--- config.mk ---
export PLATFORM = sky130hd
export DESIGN_NAME = afr_scale
export DESIGN_NICKNAME = d
export VERILOG_FILES = /design/src/rtl/afr_pkg.sv /design/src/rtl/afr_scale.sv
export SDC_FILE = /design/constraint.sdc
export NUM_CORES = 1
export LEC_CHECK = 0
export ABC_AREA = 1
export BUFFER_PORTS_ARGS = -buffer_cell sky130_fd_sc_hd__buf_2
export CAP_MARGIN = 20
export CORE_UTILIZATION = 35
export DETAILED_ROUTE_END_ITERATION = 8
export SYNTH_ARGS = -nofsm -noshare
export SYNTH_HDL_FRONTEND = slang
export SYNTH_SLANG_ARGS = --single-unit
--- constraint.sdc ---
create_clock -name clk -period 12.1 [get_ports clk]
set_input_delay 1.21 -clock clk [delete_from_list [all_inputs] [get_ports clk]]
set_output_delay 1.21 -clock clk [all_outputs]
set_load 0.02 [all_outputs]
--- src/rtl/afr_pkg.sv ---
`timescale 1ns / 1ps

package afr_pkg;

	// Fixed-point formats
	localparam int FRACTION_BITS     = 16;
	localparam int LOG_TABLE_ENTRIES = 256;
	localparam int IDX_W             = $clog2(LOG_TABLE_ENTRIES);

	localparam int SAMPLE_W = 32;
	localparam int FLOOR_W  = 17;
	localparam int ABS_W    = 21;
	localparam int ABS_HIGH = 524288;

	// Positive sample magnitude and its leading-one position
	localparam int X_W = SAMPLE_W - 1;
	localparam int E_W = $clog2(X_W);

	// log2 values are Q.30
	localparam int LOG_FRAC = 30;
	localparam int T_W      = LOG_FRAC + 1;

	// Divide by 100 as a multiply by a rounded-up reciprocal; exact for 32-bit dividends
	localparam int                DIV_W         = 32;
	localparam int                DIV100_SHIFT  = 38;
	localparam logic [DIV_W-1:0]  DIV100_MULT   = 32'd2748779070;
	localparam logic [DIV_W-1:0]  PCT_HALF      = 32'd50;
	localparam int                Q_W           = 2 * DIV_W - DIV100_SHIFT;

	// Scaling by log10(2), Q.28
	localparam int               C_W         = 27;
	localparam logic [C_W-1:0]   LOG10_2_Q28 = 27'd80807124;
	localparam int               EXP_D_W     = E_W + 2;
	localparam int               S_W         = EXP_D_W + LOG_FRAC + 1;
	localparam int               MAG_W       = LOG_FRAC + 5;
	localparam int               RSUM_W      = MAG_W + C_W + 1;
	localparam int               RSHIFT      = 58 - FRACTION_BITS;
	localparam logic [RSUM_W-1:0] ROUND_BIAS = RSUM_W'(1) << (57 - FRACTION_BITS);

	// Configuration register indexes
	localparam int                CFG_IDX_W        = 1;
	localparam logic [CFG_IDX_W-1:0] CFG_PERCENT_MODE = 1'b0;
	localparam logic [CFG_IDX_W-1:0] CFG_FLOOR_VALUE  = 1'b1;

	// Pipeline depth and per-stage load enables
	localparam int STAGES = 9;
	typedef logic [STAGES-1:0] stage_en_t;

	// log2(1 + i/N) table, Q.30, N+1 entries
	typedef logic [LOG_TABLE_ENTRIES:0][T_W-1:0] log_rom_t;

	function automatic logic [T_W-1:0] log2_frac_q30(logic [63:0] y_in);
		logic [63:0]    y;
		logic [T_W-1:0] r;
		y = y_in;
		r = '0;
		if (y >= (64'd1 << 31)) begin
			r = T_W'(1) << LOG_FRAC;
		end else begin
			for (int b = LOG_FRAC - 1; b >= 0; b--) begin
				y = (y * y) >> LOG_FRAC;
				if (y >= (64'd1 << 31)) begin
					y = y >> 1;
					r[b] = 1'b1;
				end
			end
		end
		return r;
	endfunction

	function automatic log_rom_t build_log_rom();
		log_rom_t    rom;
		logic [63:0] y;
		for (int i = 0; i <= LOG_TABLE_ENTRIES; i++) begin
			y = (64'd1 << LOG_FRAC) + ((64'(i) << LOG_FRAC) / LOG_TABLE_ENTRIES);
			rom[i] = log2_frac_q30(y);
		end
		return rom;
	endfunction

	localparam log_rom_t LOG_ROM = build_log_rom();

endpackage

--- src/rtl/afr_scale.sv ---
`timescale 1ns / 1ps

module afr_scale (
	input  logic                              clk,
	input  afr_pkg::stage_en_t                load,
	input  logic [afr_pkg::T_W-1:0]           lfrac,
	input  logic [afr_pkg::E_W-1:0]           expo,
	output logic signed [afr_pkg::ABS_W-1:0]  absorbance
);
	import afr_pkg::*;

	logic signed [EXP_D_W-1:0] exp_d;
	logic signed [S_W-1:0]     s;
	logic signed [S_W-1:0]     s_abs;
	logic [MAG_W-1:0]          mag_s8;
	logic                      neg_s8;
	logic [RSUM_W-1:0]         rsum;
	logic [RSUM_W-1:0]         m_full;
	logic [ABS_W-1:0]          m_sat;
	logic signed [ABS_W-1:0]   abs_s9;

	// log2 in Q.30: integer part from the exponent, fraction from the table.
	always_comb begin
		exp_d = $signed({2'b00, expo}) - EXP_D_W'(FRACTION_BITS);
		s     = (S_W'(exp_d) <<< LOG_FRAC) + $signed(S_W'(lfrac));
		s_abs = s[S_W-1] ? -s : s;
	end

	// Round half away from zero on the magnitude, then saturate.
	always_comb begin
		rsum   = RSUM_W'(mag_s8) * RSUM_W'(LOG10_2_Q28) + ROUND_BIAS;
		m_full = rsum >> RSHIFT;
		m_sat  = (m_full > RSUM_W'(ABS_HIGH)) ? ABS_W'(ABS_HIGH) : m_full[ABS_W-1:0];
	end

	always_ff @(posedge clk) begin
		if (load[7]) begin
			mag_s8 <= s_abs[MAG_W-1:0];
			neg_s8 <= ~s[S_W-1];
		end
		if (load[8]) begin
			abs_s9 <= neg_s8 ? -$signed(m_sat) : $signed(m_sat);
		end
	end

	assign absorbance = abs_s9;

endmodule
After elaboration in Yosys (flattened, before gate mapping) --
Index checks and enable logic that the tools add are counted.
Word-level totals: input port bits 46, flip-flop bits (word level) 57, output and inout bits 21
Cells by class: bitwise operators 1, $add $sub $neg 5, $lt $le $gt $ge 1, muxes and demuxes 3, $mul 1
Operators with widths (count):
- 62-bit by 42-bit adder with 63-bit output, second input constant | 1
- 35-bit by 25-bit multiplier with 60-bit output, second input constant | 1
- 21-bit 2-to-1 mux | 2
- 36-bit by 32-bit adder with 37-bit output | 1
- 35-bit 2-to-1 mux | 1
- 35-bit negator | 1
- 21-bit by 20-bit > comparator with 1-bit output, second input constant | 1
- 21-bit negator | 1
- 5-bit by 5-bit subtractor with 6-bit output, second input constant | 1
- 1-bit NOT | 1

Logic depth before layout (Yosys ltp) --
depth in word-level cells 6, mapped depth 51, depth with buffers taken out 51

Least setup slack after synthesis --
OpenSTA, ideal clock, no wires.
path kind register to register, start register mag_s8[4], end register abs_s9[12] (netlist: absorbance[12]) (data pin), setup time 0.256 ns, buffers on the path 2, cell stages (with the launch flop) 45, arrival 7.269 ns, setup slack 4.575 ns, path through edfxtp_1 > ha_1 > ha_1 > inv_1 > fa_1 > inv_1 > fa_1 > fa_1 > fa_1 > inv_1 > fa_1 > inv_1 > ha_1 > nand2_1 > nor2_1 > inv_1 > nor2_1 > nand2_1 > [9 not listed] > nor2_4 > xor2_2 > nor2_1 > nand3_1 > nor2_1 > nand2_2 > nand2_4 > buf_4 > buf_4 > nand2_1 > ha_1 > inv_1 > a21oi_2 > nand2_1 > nand2_1 > nand2_1 > o21ai_1 > nand2_1
On the way: cells in the longest elaborated chain, start to end 6
Ends and longest elaborated chain:
- start, declared | line afr_scale.sv:15 | logic [MAG_W-1:0] mag_s8;
- start signal, assigned | line afr_scale.sv:38 | mag_s8 <= s_abs[MAG_W-1:0];
- 35-bit by 25-bit multiplier with 60-bit output * | line afr_scale.sv:31 | rsum = RSUM_W'(mag_s8) * RSUM_W'(LOG10_2_Q28) + ROUND_BIAS;
- 62-bit by 42-bit adder with 63-bit output * | line afr_scale.sv:31
- 21-bit by 20-bit > comparator with 1-bit output | line afr_scale.sv:33 | m_sat = (m_full > RSUM_W'(ABS_HIGH)) ? ABS_W'(ABS_HIGH) : m_full[ABS_W-1:0];
- 21-bit 2-to-1 mux * | line afr_scale.sv:33
- 21-bit negator | line afr_scale.sv:42 | abs_s9 <= neg_s8 ? -$signed(m_sat) : $signed(m_sat);
- 21-bit 2-to-1 mux * | line afr_scale.sv:42
- end signal, assigned | line afr_scale.sv:42
- end, declared | line afr_scale.sv:20 | logic signed [ABS_W-1:0] abs_s9;
Mark *: on every way between the ends. The rest lies on a longest branch, timed or not. A chain may end at the register's enable or synchronous reset.

Worst setup path in the final report --
start register mag_s8[27], end register abs_s9[12] (netlist: absorbance[12]) (data pin)
On the way: cells in the longest elaborated chain, start to end 6
Ends and longest elaborated chain:
- 35-bit by 25-bit multiplier with 60-bit output * | line afr_scale.sv:31
- 62-bit by 42-bit adder with 63-bit output * | line afr_scale.sv:31
- 21-bit by 20-bit > comparator with 1-bit output | line afr_scale.sv:33
- 21-bit 2-to-1 mux * | line afr_scale.sv:33
- net m_sat[0] | line afr_scale.sv:19 | logic [ABS_W-1:0] m_sat;
- 21-bit negator * | line afr_scale.sv:42
- 21-bit 2-to-1 mux * | line afr_scale.sv:42
The timed path passes the listed nets; every way through them passes the cells marked *.

==> flow_results.xml <==
<?xml version="1.0" encoding="UTF-8"?>
<metrics>
  <group name="clock_tree">
    <metric name="h-tree-depth" unit="">3</metric>
    <metric name="cts.repair.resized" unit="">0</metric>
    <metric name="numCtsBuffers" unit="">9</metric>
    <metric name="worstSkewPairLatency" unit="ns">0.38</metric>
    <metric name="numClockSinks" unit="">57</metric>
    <metric name="ctsHoldBuffers" unit="">0</metric>
    <metric name="post_cts_buffers" unit="">0</metric>
    <metric name="cts_tree" unit="">yes</metric>
    <metric name="path_clk_slew" unit="ns">0.07</metric>
    <metric name="cts_max_path_buffers" unit="">2</metric>
    <metric name="cts_root_buf" unit="">sky130_fd_sc_hd__clkbuf_16</metric>
  </group>
  <group name="route">
    <metric name="viasPerCell" unit="">4.541</metric>
    <metric name="routed_wl" unit="mm">48.14</metric>
    <metric name="drtIter0Drc" unit="">762</metric>
    <metric name="vias_after_detailed_routing" unit="">14980</metric>
    <metric name="drt-pass1-iter-count" unit="">5</metric>
    <metric name="postRouteAntennaNets" unit="">0</metric>
    <metric name="drc_errors" unit="">0</metric>
    <metric name="wire_length_per_cell_after_detailed_routing" unit="um">14.59</metric>
  </group>
  <group name="sta">
    <metric name="worst_clock_skew" unit="ns">0.01489</metric>
    <metric name="final-max-slew-violation-count" unit="">0</metric>
    <metric name="timing_hold_violations_final" unit="">0</metric>
    <metric name="slew_headroom" unit="%">42.96</metric>
    <metric name="timing_worst_slew_pin_value" unit="ns">0.8535</metric>
    <metric name="fin_setup_tns" unit="ns">0</metric>
    <metric name="grt_setup_unrepaired" unit="">no</metric>
    <metric name="period_share" unit="%">72.91</metric>
    <metric name="fin_crit" unit="ns">8.823</metric>
    <metric name="achievable-frequency" unit="MHz">113.3</metric>
    <metric name="setup_viol" unit="">0</metric>
  </group>
  <group name="worst_hold_path">
    <metric name="holdCritPathClass" unit="">reg -&gt; reg</metric>
    <metric name="min_delay_path_depth" unit="">3</metric>
    <metric name="holdCritStartpoint" unit="">neg_s8</metric>
  </group>
  <group name="global_route">
    <metric name="grt_antenna_before_repair" unit="">0</metric>
    <metric name="grt_start_max_net_pins" unit="">37</metric>
    <metric name="globalRouteOverflowTotal" unit="">0</metric>
    <metric name="grt_pass1_wl" unit="mm">79.58</metric>
    <metric name="number_of_global_route_vias_before_repair" unit="">15420</metric>
    <metric name="grt.total_usage" unit="%">18.89</metric>
  </group>
  <group name="synthesis">
    <metric name="synth.distinct_cells" unit="">43</metric>
    <metric name="post_synth_instance_area" unit="sq um">18860</metric>
    <metric name="synth_top_family_by_area" unit="">adder cells</metric>
    <metric name="synthesis.yosys.warnings" unit="">0</metric>
    <metric name="synth_sequential_area_ratio" unit="%">9.076</metric>
    <metric name="flop_and_latch_count_out_of_synthesis" unit="">57</metric>
    <metric name="synth_enable_flop_cells" unit="">57</metric>
    <metric name="synthSimpleGateAreaFrac" unit="%">22.23</metric>
    <metric name="ys_async_sr_fraction" unit="%">0</metric>
    <metric name="synth_area_per_cell" unit="sq um">7.413</metric>
    <metric name="syn-num-nets" unit="">3169</metric>
    <metric name="synth-compound-area-share" unit="%">2.826</metric>
    <metric name="synth_adder_area_share" unit="%">47.73</metric>
    <metric name="synth_cells" unit="">2544</metric>
    <metric name="share_of_the_synthesized_netlist_area_taken_by_xor_and_xnor_gates" unit="%">2.083</metric>
    <metric name="synth.mux.area_fraction" unit="%">0</metric>
    <metric name="postSynth.topFlopCell" unit="">sky130_fd_sc_hd__edfxtp_1</metric>
  </group>
  <group name="place">
    <metric name="detailedPlacementHpwl" unit="mm">42.76</metric>
    <metric name="gp_congestion" unit="">0.9537</metric>
    <metric name="port-buffer-count" unit="">59</metric>
  </group>
  <group name="worst_setup_path">
    <metric name="timing.critical_path.to_type" unit="">flip-flop</metric>
    <metric name="rr_startpoint" unit="">mag_s8[27]</metric>
    <metric name="cp_max_fo" unit="">31</metric>
    <metric name="timing.critical_path.arrival" unit="ns">8.94</metric>
    <metric name="reg2reg_depth" unit="">44</metric>
    <metric name="cell_repeated_most_along_the_worst_path" unit="">sky130_fd_sc_hd__nand2_1</metric>
    <metric name="criticalPathCategory" unit="">reg -&gt; reg</metric>
    <metric name="startpoint" unit="">mag_s8[27]</metric>
    <metric name="critical_path.startpoint_type" unit="">flip-flop</metric>
    <metric name="worst-endpoint-required" unit="ns">12.21</metric>
    <metric name="worst_path_max_delay_cell" unit="">sky130_fd_sc_hd__edfxtp_1</metric>
    <metric name="critical-path-max-stage-delay" unit="ns">0.65</metric>
  </group>
  <group name="cells_and_area">
    <metric name="most-common-layout-cells" unit="">776 x sky130_fd_sc_hd__inv_1, 595 x sky130_fd_sc_hd__nand2_1, 345 x sky130_fd_sc_hd__ha_1</metric>
    <metric name="drive_gt1_share" unit="%">6.815</metric>
    <metric name="layout.area.seq" unit="sq um">1712</metric>
    <metric name="finalNetCount" unit="">3232</metric>
    <metric name="layout.cells.most_common" unit="">sky130_fd_sc_hd__inv_1</metric>
    <metric name="fill_cells" unit="">5597</metric>
    <metric name="diodes" unit="">0</metric>
    <metric name="area.growth.synth_to_final" unit="%">7.503</metric>
    <metric name="multiInputGateArea" unit="sq um">14120</metric>
  </group>
  <group name="floorplanning">
    <metric name="total_die_area" unit="sq um">54820</metric>
    <metric name="initial_core_util" unit="%">35.67</metric>
    <metric name="floorplan.core_area" unit="sq um">52870</metric>
    <metric name="die_y" unit="um">234.1</metric>
    <metric name="fp-row-count" unit="">84</metric>
    <metric name="ios" unit="">67</metric>
    <metric name="fp.dieW" unit="um">234.1</metric>
  </group>
  <group name="job">
    <metric name="max_cap_violations" unit="">0</metric>
  </group>
  <group name="outcome">
    <metric name="run_status" unit="">complete, no violations</metric>
  </group>
</metrics>
-- synthesized netlist by cell type, types with 18 or more instances --
cell / count / area (sq um)
sky130_fd_sc_hd__a21oi_1: 50 / 250.2
sky130_fd_sc_hd__edfxtp_1: 57 / 1712
sky130_fd_sc_hd__fa_1: 234 / 4684
sky130_fd_sc_hd__ha_1: 345 / 4317
sky130_fd_sc_hd__inv_1: 776 / 2913
sky130_fd_sc_hd__inv_2: 18 / 67.56
sky130_fd_sc_hd__nand2_1: 595 / 2233
sky130_fd_sc_hd__nand2_2: 30 / 187.7
sky130_fd_sc_hd__nand3_1: 90 / 450.4
sky130_fd_sc_hd__nand4_1: 24 / 150.1
sky130_fd_sc_hd__nor2_1: 146 / 548.0
sky130_fd_sc_hd__nor2_2: 23 / 143.9
sky130_fd_sc_hd__o21ai_0: 19 / 95.09
sky130_fd_sc_hd__xor2_1: 30 / 262.8
-- final timing paths --
| kind | end | slack (ns) |
|---|---|---|
| setup / recovery | absorbance[12] | 3.28 |
| hold / removal | absorbance[19] | 0.89 |
| setup reg to reg | absorbance[12] | 3.28 |
| hold reg to reg | absorbance[19] | 0.89 |
-- final cells by class --
class | instances | share of cell area, %
Clock buffer | 10 | 1.129
Clock inverter | 6 | 0.3333
Inverter | 795 | 14.72
Multi-Input combinational cell | 1684 | 69.64
Sequential cell | 57 | 8.442
Tap cell | 688 | 4.246
Timing Repair Buffer | 60 | 1.493
-- cell families (layout without fill, tap and decap cells) --
family	count (synthesis)	count (layout)
AND/OR/NAND/NOR	966	966
buffers and inverters	803	871
AO/OA/AOI/OAI	95	95
flip-flops	57	57
XOR/XNOR	44	44
adder cells (fa/ha/maj)	579	579
-- sequential cells by signal, summed over array words and instances (netlist names) --
name	cells
mag_s8	35
absorbance	21
neg_s8	1
-- through the flow --
stage	hold WS (ns)	instances	setup slack (ns)	cell area [sq um]	utilization [%]
final	0.8926	3300	3.277	20270	38.35
after global routing	0.9326	3300	2.650	20270	38.35
after CTS	0.9047	3300	3.263	20270	38.35
after detailed placement	0.8653	3284	3.289	19980	37.79
after global placement	0.8527	3284	3.308	19980	37.79
after floorplan	0.8744	2544	4.575	18860	-
-- critical path: cells and delay by family, from the launching register on --
kind | cells | cell delay, ns
adder cells (fa/ha/maj) | 10 | 4.02
flip-flops | 1 | 0.65
AO/OA/AOI/OAI | 2 | 0.26
XOR/XNOR | 1 | 0.27
AND/OR/NAND/NOR | 22 | 2.63
buffers and inverters | 9 | 0.70
-- metal layers --
layer	GRT usage (%)	up-vias	part of all wire, %
met2	31.86	260	46
met1	25.67	6954	48
met5	0	-	0
li1	-	7718	-
met3	1.873	52	4.0
met4	5.053	0	2.1
Power is not shown: default switching activity piles up to over one toggle a cycle in this logic, so the estimate is an artifact.
