`config.mk`:
```
export PLATFORM = sky130hd
export DESIGN_NAME = afr_prep
export DESIGN_NICKNAME = d
export VERILOG_FILES = /design/src/rtl/afr_pkg.sv /design/src/rtl/afr_prep.sv
export SDC_FILE = /design/constraint.sdc
export NUM_CORES = 1
export LEC_CHECK = 0
export ABC_AREA = 1
export ABC_CLOCK_PERIOD_IN_PS = 9400
export BUFFER_PORTS_ARGS = -buffer_cell sky130_fd_sc_hd__clkbuf_2
export CELL_PAD_IN_SITES_DETAIL_PLACEMENT = 1
export CELL_PAD_IN_SITES_GLOBAL_PLACEMENT = 2
export CORE_UTILIZATION = 40
export CTS_CLUSTER_DIAMETER = 100
export DETAILED_ROUTE_END_ITERATION = 16
export PLACE_DENSITY_LB_ADDON = 0.08
export SLEW_MARGIN = 10
export SYNTH_ARGS = -nofsm -noshare
export SYNTH_HDL_FRONTEND = slang
export SYNTH_SLANG_ARGS = --single-unit
```
`constraint.sdc`:
```
create_clock -name clk -period 9.4 [get_ports clk]
set_input_delay 1.88 -clock clk [delete_from_list [all_inputs] [get_ports clk]]
set_output_delay 1.88 -clock clk [all_outputs]
set_load 0.005 [all_outputs]
```
`src/rtl/afr_pkg.sv`:
```
`timescale 1ns / 1ps

package afr_pkg;

	// Fixed-point formats
	localparam int FRACTION_BITS     = 16;
	localparam int LOG_TABLE_ENTRIES = 256;
	localparam int IDX_W             = $clog2(LOG_TABLE_ENTRIES);

	localparam int SAMPLE_W = 32;
	localparam int FLOOR_W  = 17;
	localparam int ABS_W    = 21;
	localparam int ABS_HIGH = 524288;

	// Positive sample magnitude and its leading-one position
	localparam int X_W = SAMPLE_W - 1;
	localparam int E_W = $clog2(X_W);

	// log2 values are Q.30
	localparam int LOG_FRAC = 30;
	localparam int T_W      = LOG_FRAC + 1;

	// Divide by 100 as a multiply by a rounded-up reciprocal; exact for 32-bit dividends
	localparam int                DIV_W         = 32;
	localparam int                DIV100_SHIFT  = 38;
	localparam logic [DIV_W-1:0]  DIV100_MULT   = 32'd2748779070;
	localparam logic [DIV_W-1:0]  PCT_HALF      = 32'd50;
	localparam int                Q_W           = 2 * DIV_W - DIV100_SHIFT;

	// Scaling by log10(2), Q.28
	localparam int               C_W         = 27;
	localparam logic [C_W-1:0]   LOG10_2_Q28 = 27'd80807124;
	localparam int               EXP_D_W     = E_W + 2;
	localparam int               S_W         = EXP_D_W + LOG_FRAC + 1;
	localparam int               MAG_W       = LOG_FRAC + 5;
	localparam int               RSUM_W      = MAG_W + C_W + 1;
	localparam int               RSHIFT      = 58 - FRACTION_BITS;
	localparam logic [RSUM_W-1:0] ROUND_BIAS = RSUM_W'(1) << (57 - FRACTION_BITS);

	// Configuration register indexes
	localparam int                CFG_IDX_W        = 1;
	localparam logic [CFG_IDX_W-1:0] CFG_PERCENT_MODE = 1'b0;
	localparam logic [CFG_IDX_W-1:0] CFG_FLOOR_VALUE  = 1'b1;

	// Pipeline depth and per-stage load enables
	localparam int STAGES = 9;
	typedef logic [STAGES-1:0] stage_en_t;

	// log2(1 + i/N) table, Q.30, N+1 entries
	typedef logic [LOG_TABLE_ENTRIES:0][T_W-1:0] log_rom_t;

	function automatic logic [T_W-1:0] log2_frac_q30(logic [63:0] y_in);
		logic [63:0]    y;
		logic [T_W-1:0] r;
		y = y_in;
		r = '0;
		if (y >= (64'd1 << 31)) begin
			r = T_W'(1) << LOG_FRAC;
		end else begin
			for (int b = LOG_FRAC - 1; b >= 0; b--) begin
				y = (y * y) >> LOG_FRAC;
				if (y >= (64'd1 << 31)) begin
					y = y >> 1;
					r[b] = 1'b1;
				end
			end
		end
		return r;
	endfunction

	function automatic log_rom_t build_log_rom();
		log_rom_t    rom;
		logic [63:0] y;
		for (int i = 0; i <= LOG_TABLE_ENTRIES; i++) begin
			y = (64'd1 << LOG_FRAC) + ((64'(i) << LOG_FRAC) / LOG_TABLE_ENTRIES);
			rom[i] = log2_frac_q30(y);
		end
		return rom;
	endfunction

	localparam log_rom_t LOG_ROM = build_log_rom();

endpackage

```
`src/rtl/afr_prep.sv`:
```
`timescale 1ns / 1ps

module afr_prep (
	input  logic                                 clk,
	input  afr_pkg::stage_en_t                   load,
	input  logic signed [afr_pkg::SAMPLE_W-1:0]  sample,
	input  logic                                 percent_mode,
	input  logic [afr_pkg::FLOOR_W-1:0]          floor_value,
	output logic [afr_pkg::X_W-1:0]              x_out
);
	import afr_pkg::*;

	logic signed [SAMPLE_W-1:0] sample_s1;
	logic [X_W-1:0]             xpos;
	logic [DIV_W-1:0]           rounded;
	logic [2*DIV_W-1:0]         prod;
	logic [2*DIV_W-1:0]         prod_s2;
	logic [X_W-1:0]             xpos_s2;
	logic [X_W-1:0]             xsel;
	logic [FLOOR_W-1:0]         floor_eff;
	logic [X_W-1:0]             floor_ext;
	logic [X_W-1:0]             x_s3;

	// Zero and negative samples contribute nothing; the floor takes over below.
	always_comb begin
		xpos    = (sample_s1 > 0) ? sample_s1[X_W-1:0] : '0;
		rounded = {1'b0, xpos} + PCT_HALF;
		prod    = rounded * DIV100_MULT;
	end

	always_comb begin
		xsel      = percent_mode ? X_W'(prod_s2[DIV100_SHIFT +: Q_W]) : xpos_s2;
		floor_eff = (floor_value == '0) ? FLOOR_W'(1) : floor_value;
		floor_ext = X_W'(floor_eff);
	end

	always_ff @(posedge clk) begin
		if (load[0]) begin
			sample_s1 <= sample;
		end
		if (load[1]) begin
			prod_s2 <= prod;
			xpos_s2 <= xpos;
		end
		if (load[2]) begin
			x_s3 <= (xsel < floor_ext) ? floor_ext : xsel;
		end
	end

	assign x_out = x_s3;

endmodule

```
# --- Word level (Yosys, flattened, before mapping) ---
# Index checks and enable logic that the tools add are counted.
totals:
  register_bits: 157
  elab_cells: 14
classes:
  add_sub_neg: 1
  mul: 1
  magnitude_cmp: 2
  muxes: 4
  reduce_logical: 1
ops:
  columns: ["operator", "count"]
  rows:
  - ["multiplier 32 x 31 -> 63 bit, second input constant", 1]
  - ["two-way mux 31 bit", 2]
  - ["two-way mux 17 bit", 2]
  - ["adder 31 x 6 -> 32 bit, second input constant", 1]
  - ["> comparator 32 x 1 -> 1 bit, second input constant", 1]
  - ["< comparator 31 x 17 -> 1 bit", 1]
  - ["zero test 17 bit", 1]

# --- Longest topological paths before layout ---
# Gate-level depths: netlist (run 1).
depth:
  depth_word: 4
  depth_mapped: 48
  mapped_depth_nobuf: 47

# --- Worst setup path after synthesis (run 1) ---
# Ideal clock, no wire load.
synth_path:
  path_kind: "register to register"
  start: "reg sample_s1[7]"
  end: "reg prod_s2[58] (data pin)"
  arrival_time_ns: 7.863
  t_required_ns: 9.148
  path_slack_ns: 1.284
  stages_incl_launch_ff: 41
  cell_sequence: "edfxtp_1 > inv_1 > nand2_1 > nor2_1 > nand2_1 > nor2_2 > nand2_4 > nand2_4 > buf_2 > nor2_1 > ha_1 > nand4_1 > nand2_1 > nand2_4 > inv_1 > nand2_1 > xor2_1 > ha_1 > (+5 left out) > fa_1 > fa_1 > fa_1 > inv_1 > fa_1 > inv_1 > ha_1 > nand2_1 > nor2_1 > inv_1 > nor2_1 > inv_1 > nor4_1 > nand2_1 > nand2_1 > nand2_1 > nand3_1 > nand2_1"
synth_between:
  elab_chain_len: 4
synth_rtl:
  columns: ["element", "line", "text"]
  rows:
  - ["start: declaration", "afr_prep.sv:13", "logic signed [SAMPLE_W-1:0] sample_s1;"]
  - ["start signal: assignment", "afr_prep.sv:39", "sample_s1 <= sample;"]
  - ["> comparator 32 x 1 -> 1 bit", "afr_prep.sv:26", "xpos = (sample_s1 > 0) ? sample_s1[X_W-1:0] : '0;"]
  - ["two-way mux 31 bit", "afr_prep.sv:26", null]
  - ["net xpos[1]", "afr_prep.sv:14", "logic [X_W-1:0] xpos;"]
  - ["adder 31 x 6 -> 32 bit", "afr_prep.sv:27", "rounded = {1'b0, xpos} + PCT_HALF;"]
  - ["multiplier 32 x 31 -> 63 bit", "afr_prep.sv:28", "prod = rounded * DIV100_MULT;"]
  - ["net prod[58]", "afr_prep.sv:16", "logic [2*DIV_W-1:0] prod;"]
  - ["end signal: assignment", "afr_prep.sv:42", "prod_s2 <= prod;"]
  - ["end: declaration", "afr_prep.sv:17", "logic [2*DIV_W-1:0] prod_s2;"]
# The timed path passes the listed nets, and every way through them passes these cells.
# A chain may end at the register's enable or synchronous reset.

# --- Worst setup path in the final report (run 1) ---
layout_path:
  start: "reg sample_s1[26]"
  end: "reg prod_s2[62] (data pin)"
# The elaborated chain is that of the path after synthesis.

==> impl_metrics.yaml, run 1 <==
worst_hold_path:
  hp-class: "reg2reg"
timing:
  fin_setup_tns_ns: 0
  slew_viol_final: 0
  slew_headroom: 0.468
  fin_crit_sh: 0.955
  setup_slack_ns: 0.425
  layout_min_cycle_time_ns: 8.98
  final_hold_viol_count: 0
  worst_pin_slew_ns: 0.798
  clock.fmax_mhz: 111
  hold-worst-slack_ns: 0.557
  rsz0062_at_grt: "no"
  setup_viol: 0
  fin_skew_ns: 0.0177
die:
  initial_utilization: 0.404
  dieArea_um2: 61900
  num_rows: 90
  die_w_um: 249
  ioPinCount: 91
  die_h_um: 249
  core_um2: 60200
route:
  drc: 0
  num_vias: 18800
  ant_nets: 0
  wl_per_cell_um: 22.8
  drt-total-wl_mm: 85.0
  viasPerCell: 5.04
  first_pass_iters: 5
  drt_iter0_markers: 839
worst_setup_path:
  crit_slowest_cell: "fa_1"
  crit_type: "reg2reg"
  crit_required_ns: 9.61
  critPathMaxStageDelay_ns: 0.61
  crit_path_max_fanout: 9
  arrival_ns: 9.19
  endpoint_kind: "flip-flop"
  critPathLaunchType: "flip-flop"
  crit_path_frequent_cell: "nand2_1"
synth:
  synthTopCellsByCount: "inv_1, nand2_1, ha_1"
  synth_top_area_frac: 0.298
  synth_area_leaders: "fa_1, ha_1, edfxtp_1"
  synth_most_common_cell: "inv_1"
  syn_avg_cell_area_um2: 8.73
  ys.flop_type: "edfxtp_1"
  syn_inst: 2788
  synth-edff-count: 120
  syn_area_um2: 24300
  syn_nets: 3606
  ys_async_sr_fraction: 0
  synth.ff_latch_count: 120
  ys_seq_area_frac: 0.148
  synth.distinct_cells: 55
  ys_warn_count: 0
  yosys.area.top_type: "fa_1"
finish:
  layout-drive-gt1-share: 0.0883
  fin_nets: 3749
  fillers: 7173
  syn2layout_area_growth_pct: 9.83
  stdcell_count: 3728
global_routing:
  grtUsageTotal: 0.284
  grt_pass1_wl_mm: 129
  grt_antenna_before_repair: 4
  grt_overflow_total: 0
  grt_max_degree: 58
  grt_pass1_vias: 20700
outcome:
  outcome: "complete, no violations"
placed_design:
  io_buffers: 84
  place.gp.congestion: 0.959
  dp_slack_ns: -0.0908
  dp_cells: 3690
  hpwl_mm: 77.9
clock_network:
  clock_path_buffers: 2
  ctsHtreeMaxLevel: 4
  clock_sinks: 120
  cts_tree: "built"
  cts_buffers: 17
  cts-root-buf: "clkbuf_16"
  clk-insertion-delay-late_ns: 0.43
  path_clk_slew_ns: 0.06
flow_run:
  max_cap_violations: 0
flip-flops by register name (all words and copies together), names as in the netlist:
register   cells
sample_s1     32
prod_s2       26
x_out         31
xpos_s2       31
logic make-up after synthesis:
group | count (synthesis) | share of synthesized area
AOI/OAI and AO/OA | 209 | 0.0495
xor gates and xnor gates | 55 | 0.0238
adders and majority gates | 758 | 0.501
buffers and inverters | 846 | 0.132
DFF | 120 | 0.148
muxes | 1 | 0.000411
and+or+nand+nor | 799 | 0.145
placed cells by master, fill, tap and decap left out, types with 37 or more instances in the layout:
master	instances
nand3_1	70
xor2_1	37
nor2_1	188
clkbuf_2	84
fa_1	363
buf_4	54
nand2_1	426
inv_1	816
edfxtp_1	120
a21oi_1	88
ha_1	393
o21ai_0	54
layout make-up:
cell class | instances | area [um2] | share of cell area
timing repair buffer | 139 | 846 | 0.0316
multi-input combinational | 1822 | 17600 | 0.658
tap | 782 | 978 | 0.0366
clock buffer | 17 | 425 | 0.0159
sequential | 120 | 3600 | 0.135
inverter | 831 | 3130 | 0.117
clock inverter | 15 | 156 | 0.00585
antenna | 2 | 5.00 | 0.000187
critical path: cells and delay by family, from the launching register on:
kind / cells / cell delay, ns
flops: 1 / 0.46
xor+xnor: 1 / 0.33
fa+ha+maj: 9 / 3.90
buf+inv: 11 / 0.88
simple gates: 21 / 2.56
compound gates: 3 / 0.60
layer usage:
| metal | track usage | wire length [um] | vias to the layer above |
|---|---|---|---|
| li1 | - | - | 8783 |
| met1 | 0.391 | 38900 | 9593 |
| met2 | 0.477 | 40900 | 338 |
| met3 | 0.0297 | 3380 | 66 |
| met4 | 0.0687 | 1910 | 0 |
| met5 | 0 | 0 | - |
path summary, 6_finish.rpt:
| path | startpoint | to | slack (ns) | cells past startpoint |
|---|---|---|---|---|
| worst max register to register | sample_s1[26]$_DFFE_PP_ | prod_s2[62]$_DFFE_PP_ | 0.42 | 45 |
| worst min-delay path | xpos_s2[20]$_DFFE_PP_ | x_out[20]$_SDFFCE_PN0P_ | 0.56 | 2 |
| worst min register to register | xpos_s2[20]$_DFFE_PP_ | x_out[20]$_SDFFCE_PN0P_ | 0.56 | 2 |
| worst max-delay path | sample_s1[26]$_DFFE_PP_ | prod_s2[62]$_DFFE_PP_ | 0.42 | 45 |
per-stage QoR:
step | instance area (um2) | util
floorplan | 24300 | -
global placement | 26000 | 0.432
detailed placement | 26000 | 0.432
CTS | 26600 | 0.442
global route | 26700 | 0.444
finish | 26700 | 0.444
timing repair:
item,in CTS,in global routing
setup endpoints to repair,4,22
setup buffers,0,4
hold endpoints to repair,0,0
pin swaps,0,0
gates cloned,0,0
hold buffers,0,0
resized for setup,2,13
Power of run 1 is left out: the tool's default activity adds up to more than one toggle a clock period on the data nets, which glitch-free logic cannot reach.
==> inputs of run 2 (changes only) <==
--- a/config.mk
+++ b/config.mk
@@ -5,8 +5,6 @@
 export SDC_FILE = /design/constraint.sdc
 export NUM_CORES = 1
 export LEC_CHECK = 0
-export ABC_AREA = 1
-export ABC_CLOCK_PERIOD_IN_PS = 9400
 export BUFFER_PORTS_ARGS = -buffer_cell sky130_fd_sc_hd__clkbuf_2
 export CELL_PAD_IN_SITES_DETAIL_PLACEMENT = 1
 export CELL_PAD_IN_SITES_GLOBAL_PLACEMENT = 2
@@ -14,6 +12,7 @@
 export CTS_CLUSTER_DIAMETER = 100
 export DETAILED_ROUTE_END_ITERATION = 16
 export PLACE_DENSITY_LB_ADDON = 0.08
+export REMOVE_ABC_BUFFERS = 1
 export SLEW_MARGIN = 10
 export SYNTH_ARGS = -nofsm -noshare
 export SYNTH_HDL_FRONTEND = slang
==> run 2 against run 1 <==
Compared with the run above: the run now ends with setup timing left; synthesized cell count shrank 21%; non-clock buffer count grew 389; flip-flop and latch count is the same.
==> impl_metrics.yaml, run 2 <==
outcome:
  outcome: "finished, violations left"
  violations: "setup timing"
synth:
  synth-edff-count: 120
  synth.ff_latch_count: 120
  synth_most_common_cell: "inv_1"
  ys_seq_area_frac: 0.160
  yosys.area.top_type: "fa_1"
  synth_top_area_frac: 0.322
  syn_area_um2: 22600
  syn_avg_cell_area_um2: 10.3
  ys.flop_type: "edfxtp_1"
  ys_warn_count: 0
  ys_async_sr_fraction: 0
  synth_area_leaders: "fa_1, ha_1, edfxtp_1"
  synthTopCellsByCount: "inv_1, ha_1, fa_1"
  syn_inst: 2189
  synth.distinct_cells: 76
worst_setup_path:
  crit_type: "reg2reg"
  crit_path_frequent_cell: "fa_1"
  critPathLaunchType: "flip-flop"
  crit_required_ns: 9.57
  endpoint_kind: "flip-flop"
  crit_path_max_fanout: 6
  crit_slowest_cell: "fa_1"
  arrival_ns: 9.83
  critPathMaxStageDelay_ns: 0.62
finish:
  largest_register: "sample_s1"
  layout-drive-gt1-share: 0.294
  antenna_cells: 0
  syn2layout_area_growth_pct: 28.2
  design_area_um2: 28900
  fillers: 6130
  final_common_cell: "inv_1"
  layout_common_cells: "inv_1, buf_4, ha_1"
  fin_nets: 3533
  largest_reg_flops: 32
route:
  ant_nets: 0
  drc: 0
  drt_iter0_markers: 748
  num_vias: 17300
  first_pass_iters: 5
  drt-total-wl_mm: 80.6
  viasPerCell: 4.97
  wl_per_cell_um: 23.2
flow_run:
  max_cap_violations: 0
timing:
  rsz0062_at_grt: "yes"
  fin_skew_ns: 0.0151
  hold-worst-slack_ns: 0.574
  final_hold_viol_count: 0
  clock.fmax_mhz: 103
  setup_slack_ns: -0.263
  setup_viol: 5
  layout_min_cycle_time_ns: 9.66
  worst_pin_slew_ns: 0.903
  slew_viol_final: 0
  fin_crit_sh: 1.03
  slew_headroom: 0.398
global_routing:
  grt_pass1_wl_mm: 121
  grt_overflow_total: 0
  grt_antenna_before_repair: 2
  grt_pass1_vias: 19300
  grtUsageTotal: 0.293
  grt_max_degree: 58
die:
  num_rows: 86
  die_h_um: 239
  initial_utilization: 0.407
  dieArea_um2: 57400
  die_w_um: 239
  core_um2: 55400
  ioPinCount: 91
placed_design:
  dpl-instance-area_um2: 27100
  hpwl_mm: 72.7
  place.gp.congestion: 0.929
  io_buffers: 84
clock_network:
  path_clk_slew_ns: 0.06
  cts_tree: "built"
  clk-insertion-delay-late_ns: 0.43
  clock_sinks: 120
  cts_buffers: 17
  ctsHtreeMaxLevel: 4
  clock_path_buffers: 2
  holdBufCountCts: 0
  cts-root-buf: "clkbuf_16"
worst_hold_path:
  hp-class: "reg2reg"
## run 2: cell count changes after synthesis, moves of 15 or more
cell / delta
nand2_1: -359
inv_1: -162
nor2_1: -132
xnor2_1: +55
nand3_1: -48
mux2_2: +41
o21ai_0: -31
a21oi_1: -26
and2_1: +20
a21o_1: +19
nor2b_1: +15
## run 2: what timing repair did
item / 4_1_cts / 5_1_grt
setup buffers: 18 / 24
hold endpoints to repair: 0 / 0
resized for setup: 112 / 110
setup endpoints to repair: 23 / 24
cloned: 0 / 0
pin swaps: 72 / 66
## run 2: worst paths after layout
path              slack [ns]  depth (start not counted)                    start                      end
setup reg to reg       -0.26                         41  sample_s1[15]$_DFFE_PP_    prod_s2[63]$_DFFE_PP_
hold reg to reg         0.57                          1    xpos_s2[25]$_DFFE_PP_  x_out[25]$_SDFFCE_PN0P_
setup / recovery       -0.26                         41  sample_s1[15]$_DFFE_PP_    prod_s2[63]$_DFFE_PP_
hold / removal          0.57                          1    xpos_s2[25]$_DFFE_PP_  x_out[25]$_SDFFCE_PN0P_
## run 2: final cells by class
cell class / count / area, um2 / share of cell area
Clock buffer: 18 / 429 / 0.0148
Clock inverter: 14 / 149 / 0.00515
Sequential cell: 120 / 3600 / 0.125
Timing Repair Buffer: 528 / 3940 / 0.136
Multi-Input combinational cell: 1389 / 17400 / 0.600
Tap cell: 748 / 936 / 0.0324
Inverter: 659 / 2500 / 0.0863
## run 2: worst max-delay path: cells and delay by family (launching register included)
family                   cells  cell delay [ns]
XOR/XNOR                     2             0.26
AO/OA/AOI/OAI                7             1.61
flip-flops                   1             0.41
buffers and inverters       11             1.06
adder cells (fa/ha/maj)     10             3.94
AND/OR/NAND/NOR             11             2.09
## run 2: cell families after synthesis
logic type                 after synthesis  share of synthesized area
adders and majority gates              758                      0.541
and+or+nand+nor                        305                     0.0712
DFF                                    120                      0.160
muxes                                   44                     0.0218
buffers and inverters                  680                      0.114
AOI/OAI and AO/OA                      191                     0.0570
xor gates and xnor gates                91                     0.0357
## run 2: layer usage
| metal | track usage | vias to the layer above | part of all wire |
|---|---|---|---|
| met1 | 0.417 | 8959 | 0.48 |
| met4 | 0.0587 | 2 | 0.021 |
| li1 | - | 7964 | - |
| met2 | 0.489 | 277 | 0.47 |
| met5 | 0 | - | 0.00016 |
| met3 | 0.0245 | 66 | 0.029 |
## run 2: stage by stage
stage | utilization | std cells | setup TNS, ns | setup slack, ns
6_report | 0.522 | 3476 | -0.733 | -0.263
5_1_grt | 0.522 | 3476 | -3.94 | -0.524
4_1_cts | 0.510 | 3461 | -0.705 | -0.196
3_5_place_dp | 0.489 | 3415 | -7.02 | -0.606
3_3_place_gp | 0.489 | 3415 | -6.43 | -0.547
2_1_floorplan | - | 2168 | 0 | 0.0327
Power of run 2 is left out for the same reason.
